--- config.mk ---
export PLATFORM = sky130hd
export DESIGN_NAME = core_slot_allocator_unit_flat
export DESIGN_NICKNAME = d
export VERILOG_FILES = /design/src/sv/csa_pkg.sv /design/src/sv/csa_req_if.sv /design/src/sv/csa_rsp_if.sv /design/src/sv/core_slot_allocator_unit.sv /design/src/flat_wrapper.sv
export VERILOG_INCLUDE_DIRS = /design/src /design/src/sv
export SDC_FILE = /design/constraint.sdc
export NUM_CORES = 1
export LEC_CHECK = 0
export ABC_AREA = 1
export BUFFER_PORTS_ARGS = -buffer_cell sky130_fd_sc_hd__clkbuf_2
export CAP_MARGIN = 25
export CORE_ASPECT_RATIO = 1.75
export CORE_UTILIZATION = 45
export CTS_CLUSTER_DIAMETER = 30
export DETAILED_ROUTE_END_ITERATION = 10
export PLACE_DENSITY = 0.64
export RECOVER_POWER = 50
export SYNTH_ARGS = -nofsm -noshare
export SYNTH_HDL_FRONTEND = slang
export SYNTH_SLANG_ARGS = --single-unit
export TNS_END_PERCENT = 10
--- constraint.sdc ---
create_clock -name clock -period 11.1 [get_ports clock]
set_input_delay 1.665 -clock clock [delete_from_list [all_inputs] [get_ports clock]]
set_output_delay 1.665 -clock clock [all_outputs]
set_load 0.1 [all_outputs]
--- src/sv/core_slot_allocator_unit_defines.svh ---
// Assertion macros shared by the slot allocator RTL.
// No dependencies; define ASSERT_OFF to compile the checks away.
`ifndef CORE_SLOT_ALLOCATOR_UNIT_DEFINES_SVH
`define CORE_SLOT_ALLOCATOR_UNIT_DEFINES_SVH
`ifndef ASSERT_OFF
`define CSA_ASSERT(label, clk, rst, prop) \
   label: assert property (@(posedge clk) disable iff (rst) prop) \
      else $error("slot allocator check failed");
`define CSA_NEVER(label, clk, rst, expr) \
   `CSA_ASSERT(label, clk, rst, !(expr))
`else
`define CSA_ASSERT(label, clk, rst, prop)
`define CSA_NEVER(label, clk, rst, expr)
`endif
`endif

--- src/sv/csa_pkg.sv ---
// Package for the slot allocator: widths, operation and strategy codes,
// register map. No dependencies.
package csa_pkg;

   localparam int MAX_CORES  = 64;
   localparam int SLOT_W     = $clog2(MAX_CORES);
   localparam int COUNT_W    = $clog2(MAX_CORES + 1);
   localparam int OP_W       = 1;
   localparam int STRAT_W    = 2;
   localparam int CSR_DATA_W = 64;
   localparam int CSR_ADDR_W = 4;
   localparam int CSR_IDX_LSB = 3;

   typedef enum logic [OP_W-1:0] {
      OP_ALLOC   = 1'b0,
      OP_RELEASE = 1'b1
   } op_type;

   typedef enum logic [STRAT_W-1:0] {
      STRAT_ROUND_ROBIN = 2'd0,
      STRAT_FIRST_FREE  = 2'd1,
      STRAT_LOCALITY    = 2'd2
   } strategy_type;

   typedef enum logic [CSR_ADDR_W-CSR_IDX_LSB-1:0] {
      REG_CORE_COUNT = 1'b0,
      REG_LOCAL_MASK = 1'b1
   } csr_index_type;

   localparam logic [COUNT_W-1:0]   CORE_COUNT_RESET = COUNT_W'(MAX_CORES);
   localparam logic [MAX_CORES-1:0] LOCAL_MASK_RESET = '1;

endpackage

--- src/sv/csa_req_if.sv ---
// Request channel of the slot allocator: valid/ready plus request fields.
// Depends on csa_pkg.
interface csa_req_if import csa_pkg::*; ();
   logic               valid;
   logic               ready;
   logic [OP_W-1:0]    op;
   logic [STRAT_W-1:0] strategy;
   logic [SLOT_W-1:0]  slot_index;

   modport source (output valid, output op, output strategy, output slot_index,
                   input ready);
   modport sink   (input valid, input op, input strategy, input slot_index,
                   output ready);
endinterface

--- src/sv/csa_rsp_if.sv ---
// Response channel of the slot allocator: valid/ready plus result fields.
// Depends on csa_pkg.
interface csa_rsp_if import csa_pkg::*; ();
   logic              valid;
   logic              ready;
   logic              ok;
   logic [SLOT_W-1:0] granted_slot;

   modport source (output valid, output ok, output granted_slot, input ready);
   modport sink   (input valid, input ok, input granted_slot, output ready);
endinterface

--- src/sv/core_slot_allocator_unit.sv ---
// Slot allocator top level: busy bitmap, round-robin pointer, APB registers.
// Depends on csa_pkg, csa_req_if, csa_rsp_if and the assertion macro header.
//
// Each request allocates or releases one slot out of up to MAX_CORES and
// gives exactly one response. The block sustains one request per clock
// while responses are taken: a request is captured in an input register,
// decided by a single 64-bit find-lowest-set over the candidate free map,
// and written to a response register. The busy map and round-robin pointer
// update at the same edge that loads the response register, so the next
// request already sees them. The response register frees the input side
// while a response waits; a stalled response stalls decisions and then the
// request channel. Registers: core_count at byte 0x0 (0 acts as 1, values
// above MAX_CORES saturate), local_mask at byte 0x8; write them only while
// no request is in flight. The busy map clears at reset.
`include "core_slot_allocator_unit_defines.svh"

module core_slot_allocator_unit import csa_pkg::*; (
   input  logic                  clock,
   input  logic                  reset,
   csa_req_if.sink               req_if,
   csa_rsp_if.source             rsp_if,
   input  logic                  csr_psel,
   input  logic                  csr_penable,
   input  logic                  csr_pwrite,
   input  logic [CSR_ADDR_W-1:0] csr_paddr,
   input  logic [CSR_DATA_W-1:0] csr_pwdata,
   output logic [CSR_DATA_W-1:0] csr_prdata,
   output logic                  csr_pready
);

   // lowest set bit; caller checks for an empty vector
   function automatic logic [SLOT_W-1:0] lowest_set(input logic [MAX_CORES-1:0] v);
      logic [SLOT_W-1:0] idx;
      idx = '0;
      for (int i = MAX_CORES - 1; i >= 0; i--) begin
         if (v[i]) begin
            idx = SLOT_W'(i);
         end
      end
      return idx;
   endfunction

   // configuration registers
   logic [COUNT_W-1:0]   core_count_ff, core_count_in;
   logic [MAX_CORES-1:0] local_mask_ff, local_mask_in;

   // allocator state
   logic [MAX_CORES-1:0] busy_map_ff, busy_map_in;
   logic [SLOT_W-1:0]    rr_ptr_ff, rr_ptr_in;

   // input register
   logic                 in_valid_ff, in_valid_in;
   logic [OP_W-1:0]      in_op_ff;
   logic [STRAT_W-1:0]   in_strategy_ff;
   logic [SLOT_W-1:0]    in_slot_ff;

   // response register
   logic                 rsp_valid_ff, rsp_valid_in;
   logic                 rsp_ok_ff, rsp_ok_in;
   logic [SLOT_W-1:0]    rsp_slot_ff, rsp_slot_in;

   logic                 csr_write;
   csr_index_type        csr_index;
   logic                 req_fire;
   logic                 stage_go;
   logic [COUNT_W-1:0]   slots_n;
   logic [MAX_CORES-1:0] in_range;
   logic [MAX_CORES-1:0] free_map;
   logic [MAX_CORES-1:0] local_free;
   logic [MAX_CORES-1:0] upper_mask;
   logic [MAX_CORES-1:0] rr_upper;
   logic [MAX_CORES-1:0] candidates;
   logic [SLOT_W-1:0]    rr_start;
   logic [SLOT_W-1:0]    pick;
   logic [COUNT_W-1:0]   pick_next;
   logic                 grant;
   logic                 release_ok;
   logic                 alloc_go;
   logic                 release_go;

   //---------------------------------------------------------------
   // Register port: zero-wait writes in the access phase, decode on
   // the 8-byte register index.
   //---------------------------------------------------------------
   assign csr_pready = 1'b1;
   assign csr_write  = csr_psel && csr_penable && csr_pwrite && csr_pready;
   assign csr_index  = csr_index_type'(csr_paddr[CSR_ADDR_W-1:CSR_IDX_LSB]);

   always_comb begin
      core_count_in = core_count_ff;
      local_mask_in = local_mask_ff;
      csr_prdata    = '0;
      case (csr_index)
         REG_CORE_COUNT: begin
            csr_prdata = CSR_DATA_W'(core_count_ff);
            if (csr_write) begin
               core_count_in = csr_pwdata[COUNT_W-1:0];
            end
         end
         REG_LOCAL_MASK: begin
            csr_prdata = CSR_DATA_W'(local_mask_ff);
            if (csr_write) begin
               local_mask_in = csr_pwdata[MAX_CORES-1:0];
            end
         end
         default: begin
            csr_prdata = '0;
         end
      endcase
   end

   //---------------------------------------------------------------
   // Handshakes: the input register advances whenever the response
   // register is empty or being drained.
   //---------------------------------------------------------------
   assign stage_go     = in_valid_ff && (!rsp_valid_ff || rsp_if.ready);
   assign req_if.ready = !in_valid_ff || stage_go;
   assign req_fire     = req_if.valid && req_if.ready;

   assign in_valid_in  = req_fire ? 1'b1 : (stage_go ? 1'b0 : in_valid_ff);
   assign rsp_valid_in = stage_go ? 1'b1 : (rsp_if.ready ? 1'b0 : rsp_valid_ff);

   //---------------------------------------------------------------
   // Decision logic
   //---------------------------------------------------------------
   // saturate the slot count to 1..MAX_CORES
   always_comb begin
      if (core_count_ff == '0) begin
         slots_n = COUNT_W'(1);
      end else if (core_count_ff > COUNT_W'(MAX_CORES)) begin
         slots_n = COUNT_W'(MAX_CORES);
      end else begin
         slots_n = core_count_ff;
      end
   end

   // round-robin restarts at slot 0 when the pointer is at or past the slot count
   assign rr_start = ({1'b0, rr_ptr_ff} < slots_n) ? rr_ptr_ff : '0;

   always_comb begin
      for (int i = 0; i < MAX_CORES; i++) begin
         in_range[i]   = COUNT_W'(i) < slots_n;
         upper_mask[i] = SLOT_W'(i) >= rr_start;
      end
   end

   assign free_map   = ~busy_map_ff & in_range;
   assign local_free = free_map & local_mask_ff;
   assign rr_upper   = free_map & upper_mask;

   // pick the candidate set per strategy, then one shared encoder
   always_comb begin
      case (strategy_type'(in_strategy_ff))
         STRAT_ROUND_ROBIN: candidates = (rr_upper != '0) ? rr_upper : free_map;
         STRAT_FIRST_FREE:  candidates = free_map;
         STRAT_LOCALITY:    candidates = (local_free != '0) ? local_free : free_map;
         // unused code behaves as locality first
         default:           candidates = (local_free != '0) ? local_free : free_map;
      endcase
   end

   assign pick       = lowest_set(candidates);
   assign grant      = (candidates != '0);
   assign pick_next  = {1'b0, pick} + COUNT_W'(1);
   assign release_ok = ({1'b0, in_slot_ff} < slots_n);

   always_comb begin
      busy_map_in = busy_map_ff;
      rr_ptr_in   = rr_ptr_ff;
      rsp_ok_in   = 1'b0;
      rsp_slot_in = '0;
      if (in_op_ff == OP_RELEASE) begin
         rsp_ok_in = release_ok;
         if (stage_go && release_ok) begin
            busy_map_in[in_slot_ff] = 1'b0;
         end
      end else begin
         rsp_ok_in   = grant;
         rsp_slot_in = grant ? pick : '0;
         if (stage_go && grant) begin
            busy_map_in[pick] = 1'b1;
         end
         if (stage_go && (in_strategy_ff == STRAT_ROUND_ROBIN)) begin
            // leave the pointer just past the grant, or where probing began
            if (!grant) begin
               rr_ptr_in = rr_start;
            end else if (pick_next >= slots_n) begin
               rr_ptr_in = '0;
            end else begin
               rr_ptr_in = pick_next[SLOT_W-1:0];
            end
         end
      end
   end

   //---------------------------------------------------------------
   // Registers
   //---------------------------------------------------------------
   always_ff @(posedge clock) begin
      if (reset) begin
         core_count_ff <= CORE_COUNT_RESET;
         local_mask_ff <= LOCAL_MASK_RESET;
         busy_map_ff   <= '0;
         rr_ptr_ff     <= '0;
         in_valid_ff   <= 1'b0;
         rsp_valid_ff  <= 1'b0;
      end else begin
         core_count_ff <= core_count_in;
         local_mask_ff <= local_mask_in;
         busy_map_ff   <= busy_map_in;
         rr_ptr_ff     <= rr_ptr_in;
         in_valid_ff   <= in_valid_in;
         rsp_valid_ff  <= rsp_valid_in;
      end
   end

   // payload: input fields load on capture, response fields on decision; hold otherwise
   always_ff @(posedge clock) begin
      if (req_fire) begin
         in_op_ff       <= req_if.op;
         in_strategy_ff <= req_if.strategy;
         in_slot_ff     <= req_if.slot_index;
      end
      if (stage_go) begin
         rsp_ok_ff   <= rsp_ok_in;
         rsp_slot_ff <= rsp_slot_in;
      end
   end

   assign rsp_if.valid        = rsp_valid_ff;
   assign rsp_if.ok           = rsp_ok_ff;
   assign rsp_if.granted_slot = rsp_slot_ff;

   //---------------------------------------------------------------
   // Checks
   //---------------------------------------------------------------
   assign alloc_go   = stage_go && (in_op_ff == OP_ALLOC) && grant;
   assign release_go = stage_go && (in_op_ff == OP_RELEASE) && release_ok;

   `CSA_ASSERT(a_grant_marks_busy, clock, reset, alloc_go |=> busy_map_ff[$past(pick)])
   `CSA_ASSERT(a_release_clears, clock, reset, release_go |=> !busy_map_ff[$past(in_slot_ff)])
   `CSA_ASSERT(a_grant_in_range, clock, reset, alloc_go |-> ({1'b0, pick} < slots_n))
   `CSA_ASSERT(a_request_held, clock, reset, (in_valid_ff && !stage_go) |=> in_valid_ff)
   `CSA_NEVER(a_fail_slot_zero, clock, reset, rsp_valid_ff && !rsp_ok_ff && (rsp_slot_ff != '0))

endmodule
--- src/flat_wrapper.sv ---
// flat-port wrapper written by rule: the top's interface ports become plain ports
module core_slot_allocator_unit_flat import csa_pkg::*;
  (clock, reset, csr_psel, csr_penable, csr_pwrite, csr_paddr, csr_pwdata, csr_prdata, csr_pready, req_if_valid, req_if_op, req_if_strategy, req_if_slot_index, req_if_ready, rsp_if_valid, rsp_if_ok, rsp_if_granted_slot, rsp_if_ready);
  csa_req_if req_if_i ();
  csa_rsp_if rsp_if_i ();
  input  logic clock;
  input  logic reset;
  input  logic csr_psel;
  input  logic csr_penable;
  input  logic csr_pwrite;
  input  logic [CSR_ADDR_W-1:0] csr_paddr;
  input  logic [CSR_DATA_W-1:0] csr_pwdata;
  output logic [CSR_DATA_W-1:0] csr_prdata;
  output logic csr_pready;
  input wire logic [$bits(req_if_i.valid)-1:0] req_if_valid;
  input wire logic [$bits(req_if_i.op)-1:0] req_if_op;
  input wire logic [$bits(req_if_i.strategy)-1:0] req_if_strategy;
  input wire logic [$bits(req_if_i.slot_index)-1:0] req_if_slot_index;
  output wire logic [$bits(req_if_i.ready)-1:0] req_if_ready;
  output wire logic [$bits(rsp_if_i.valid)-1:0] rsp_if_valid;
  output wire logic [$bits(rsp_if_i.ok)-1:0] rsp_if_ok;
  output wire logic [$bits(rsp_if_i.granted_slot)-1:0] rsp_if_granted_slot;
  input wire logic [$bits(rsp_if_i.ready)-1:0] rsp_if_ready;
  assign req_if_i.valid = req_if_valid;
  assign req_if_i.op = req_if_op;
  assign req_if_i.strategy = req_if_strategy;
  assign req_if_i.slot_index = req_if_slot_index;
  assign req_if_ready = req_if_i.ready;
  assign rsp_if_valid = rsp_if_i.valid;
  assign rsp_if_ok = rsp_if_i.ok;
  assign rsp_if_granted_slot = rsp_if_i.granted_slot;
  assign rsp_if_i.ready = rsp_if_ready;
  core_slot_allocator_unit u_core (.clock(clock), .reset(reset), .req_if(req_if_i), .rsp_if(rsp_if_i), .csr_psel(csr_psel), .csr_penable(csr_penable), .csr_pwrite(csr_pwrite), .csr_paddr(csr_paddr), .csr_pwdata(csr_pwdata), .csr_prdata(csr_prdata), .csr_pready(csr_pready));
endmodule
==> results.ini <==
[yosys]
yosysSeqAreaShare_pct = 29.2
synth_top_area_share_pct = 25.0
synth-xor-area-share_pct = 0.153
muxShareOfSynthArea_pct = 0
synth_area_leaders = dfxtp_1, nand2_1, inv_1, a21oi_1, nand3_1
async_reset_ff_share_pct = 0
syn_avg_cell_area_um2 = 6.24
synth_cell_types = 52
ys_ff_latch = 159
synthAdderAreaFrac_pct = 1.97
synth-compound-area-share_pct = 24.9
yosys_warnings = 0
synth_edf_count = 16
netlist_area_um2 = 11400
synth_ff_type = dfxtp_1
synth_top_family_by_area = simple AND/OR/NAND/NOR gates
syn-num-nets = 1935
synth_largest_area_cell = dfxtp_1
yosys.area_share.simple_pct = 32.0
synthCells = 1833

[setup_path]
cp-start-kind = flip-flop
cp_data_arrival_time_ns = 10.57
crit_buf_inv = 3
crit_fanout = 16
cp_slowest_stage_delay_ns = 0.73
cp_data_required_time_ns = 11.49
cp_common_cell = nand2_1
path_class = reg -> reg
endpoint_kind = flip-flop
crit_slowest_cell = dfxtp_1
crit_family = simple AND/OR/NAND/NOR gates

[cts]
cts_setup_buffers = 0
cts.htree.levels = 4
cts_sinks = 159
numCtsBuffers = 17
cts_tree = done
cts-root-buf = clkbuf_16
ctsHoldBuffers = 0
clockBufferDepth = 2
cts_resized = 0
cts.clk_slew.worst_paths_ns = 0.07
worstSkewPairLatency_ns = 0.46

[routing]
route.vias.total = 13300
viasPerCell = 5.82
drtIter0Drc = 908
routed_wl_um = 50100
drc_errors = 0
routedWlPerCell_um = 21.9
drt_first_pass_iters = 5
ant_nets = 0

[global_route]
grt_pass1_wl_um = 73400
antenna_found_initial = 0
grt_use_met3_pct = 5.72
met2_usage_pct = 69.0
use_met1_pct = 38.8
grt.total_usage_pct = 38.7
top_usage_layer = met2
grt_start_max_net_pins = 77
grt_overflow = 0
grt_pass1_vias = 12800

[sta]
setup_viol = 0
slew_headroom_pct = -132
slew_violations = 278
finalHoldViolCount = 0
fin_setup_tns_ns = 0
min_period_over_period_pct = 91.8
rsz0062_at_grt = false
post-route-min-period_ns = 10.18
worst_pin_slew_ns = 3.49
fin_worst_skew_ns = 0.0100
fmax_mhz = 98.2

[outcome]
outcome = finished, violations left
violations = max-capacitance violations, max-slew violations

[finish]
area_growth_pct = 14.2
antenna_cells = 0
finalNetCount = 2065
final_cell_mix = nand2_1, inv_1, a21oi_1, dfxtp_1, clkbuf_2
drive_gt1_share_pct = 12.4
fillers = 2665
finish.utilization_pct = 52.6
layout.cells.most_common = nand2_1

[pwr]
switching_share_pct = 37.0
worst_ir_drop_vdd_v = 0.000119
p_switching_w = 0.000584
p_leak_nw = 6.27
power.share.clock_pct = 38.3
intPower_w = 0.000993
pwr-share-comb_pct = 22.9
pwr-share-seq_pct = 38.8
power.density_nw_per_um2 = 121

[job]
maxCapViolations = 4

[floorplan]
die-area_um2 = 26100
start_util_pct = 46.1
core-area_um2 = 24800
rows = 76
die_y_um = 213
io_pins = 158
die_w_um = 122

[placement]
dpl.hpwl_um = 39900
place_congestion = 1.01
portBuffers = 153

[hold_path]
hp-class = reg -> reg

logic make-up after synthesis:
family | Yosys count
buffers and inverters | 339
and+or+nand+nor | 868
DFF | 159
AOI/OAI and AO/OA | 446
other | 1
xor gates and xnor gates | 2
adders and majority gates | 18
through the flow:
stage | total power [W] | area (um^2) | hold WS [ns] | setup WS, ns | cells
2_1_floorplan | 0.000884 | 11400 | 0.448 | 2.95 | 1833
3_3_place_gp | 0.000977 | 12500 | 0.463 | 1.22 | 2253
3_5_place_dp | 0.000979 | 12500 | 0.470 | 1.10 | 2256
4_1_cts | 0.00158 | 13100 | 0.485 | 1.02 | 2288
5_1_grt | 0.00162 | 13100 | 0.511 | 0.0196 | 2288
6_report | 0.00158 | 13100 | 0.483 | 0.915 | 2288
power groups by stage:
stage / combinational, W / sequential, W / clock [W]
finish: 0.000361 / 0.000611 / 0.000604
global route: 0.000382 / 0.000613 / 0.000629
CTS: 0.000356 / 0.000611 / 0.000612
detailed placement: 0.000355 / 0.000624 / 0
global placement: 0.000353 / 0.000624 / 0
floorplan: 0.000258 / 0.000625 / 0
flip-flops by register name (all words and copies together), names as in the netlist:
| register | flops |
|---|---|
| u_core.in_slot_ff | 6 |
| u_core.local_mask_ff | 64 |
| u_core.in_op_ff | 1 |
| u_core.rr_ptr_ff | 6 |
| u_core.in_valid_ff | 1 |
| u_core.in_strategy_ff | 2 |
| u_core.rsp_if.ok | 1 |
| u_core.core_count_ff | 7 |
| u_core.busy_map_ff | 64 |
| u_core.rsp_if.granted_slot | 6 |
| u_core.rsp_if.valid | 1 |
area by class of cell:
class                   count  area [um^2]  share of cell area, %
multi-input cells        1335         6780                   51.9
flip-flops and latches    159         3340                   25.6
inverters                 265          998                   7.65
repair buffers            185          963                   7.38
clock buffers              18          439                   3.36
well taps                 312          390                   2.99
clock inverters            14          146                   1.12
path summary, 6_finish.rpt:
| check | slack, ns | startpoint | cells past startpoint | to |
|---|---|---|---|---|
| worst max register to register | 0.92 | u_core.core_count_ff[6] | 90 | u_core.rr_ptr_ff[5] |
| worst min register to register | 0.48 | u_core.busy_map_ff[58] | 2 | u_core.busy_map_ff[58] |
| worst min-delay path | 0.48 | u_core.busy_map_ff[58] | 2 | u_core.busy_map_ff[58] |
| worst max-delay path | 0.92 | u_core.core_count_ff[6] | 90 | u_core.rr_ptr_ff[5] |
per-layer routing:
| metal | part of all wire (%) | wire length, um |
|---|---|---|
| met1 | 35 | 17500 |
| met2 | 51 | 25500 |
| met3 | 5.1 | 2540 |
| met4 | 9.0 | 4490 |
| met5 | 0 | 0 |
cell usage after synthesis, drive strengths merged (5+ instances only):
cell type	count
nand2	577
inv	260
a21oi	173
dfxtp	143
nand3	125
nor2	121
o21ai	69
o31ai	65
clkbuf	53
o221ai	42
a211oi	31
nor3	29
buf	21
o211ai	21
ha	18
edfxtp	16
a31oi	12
nand4	12
o2111ai	10
o21a	8
clkinv	5
worst min-delay path: cells and delay by family (launching register included):
kind | cells | cell delay [ns]
DFF | 1 | 0.32
AOI/OAI and AO/OA | 1 | 0.06
buffers and inverters | 1 | 0.06
No activity file was read; power rests on OpenSTA's default activity.
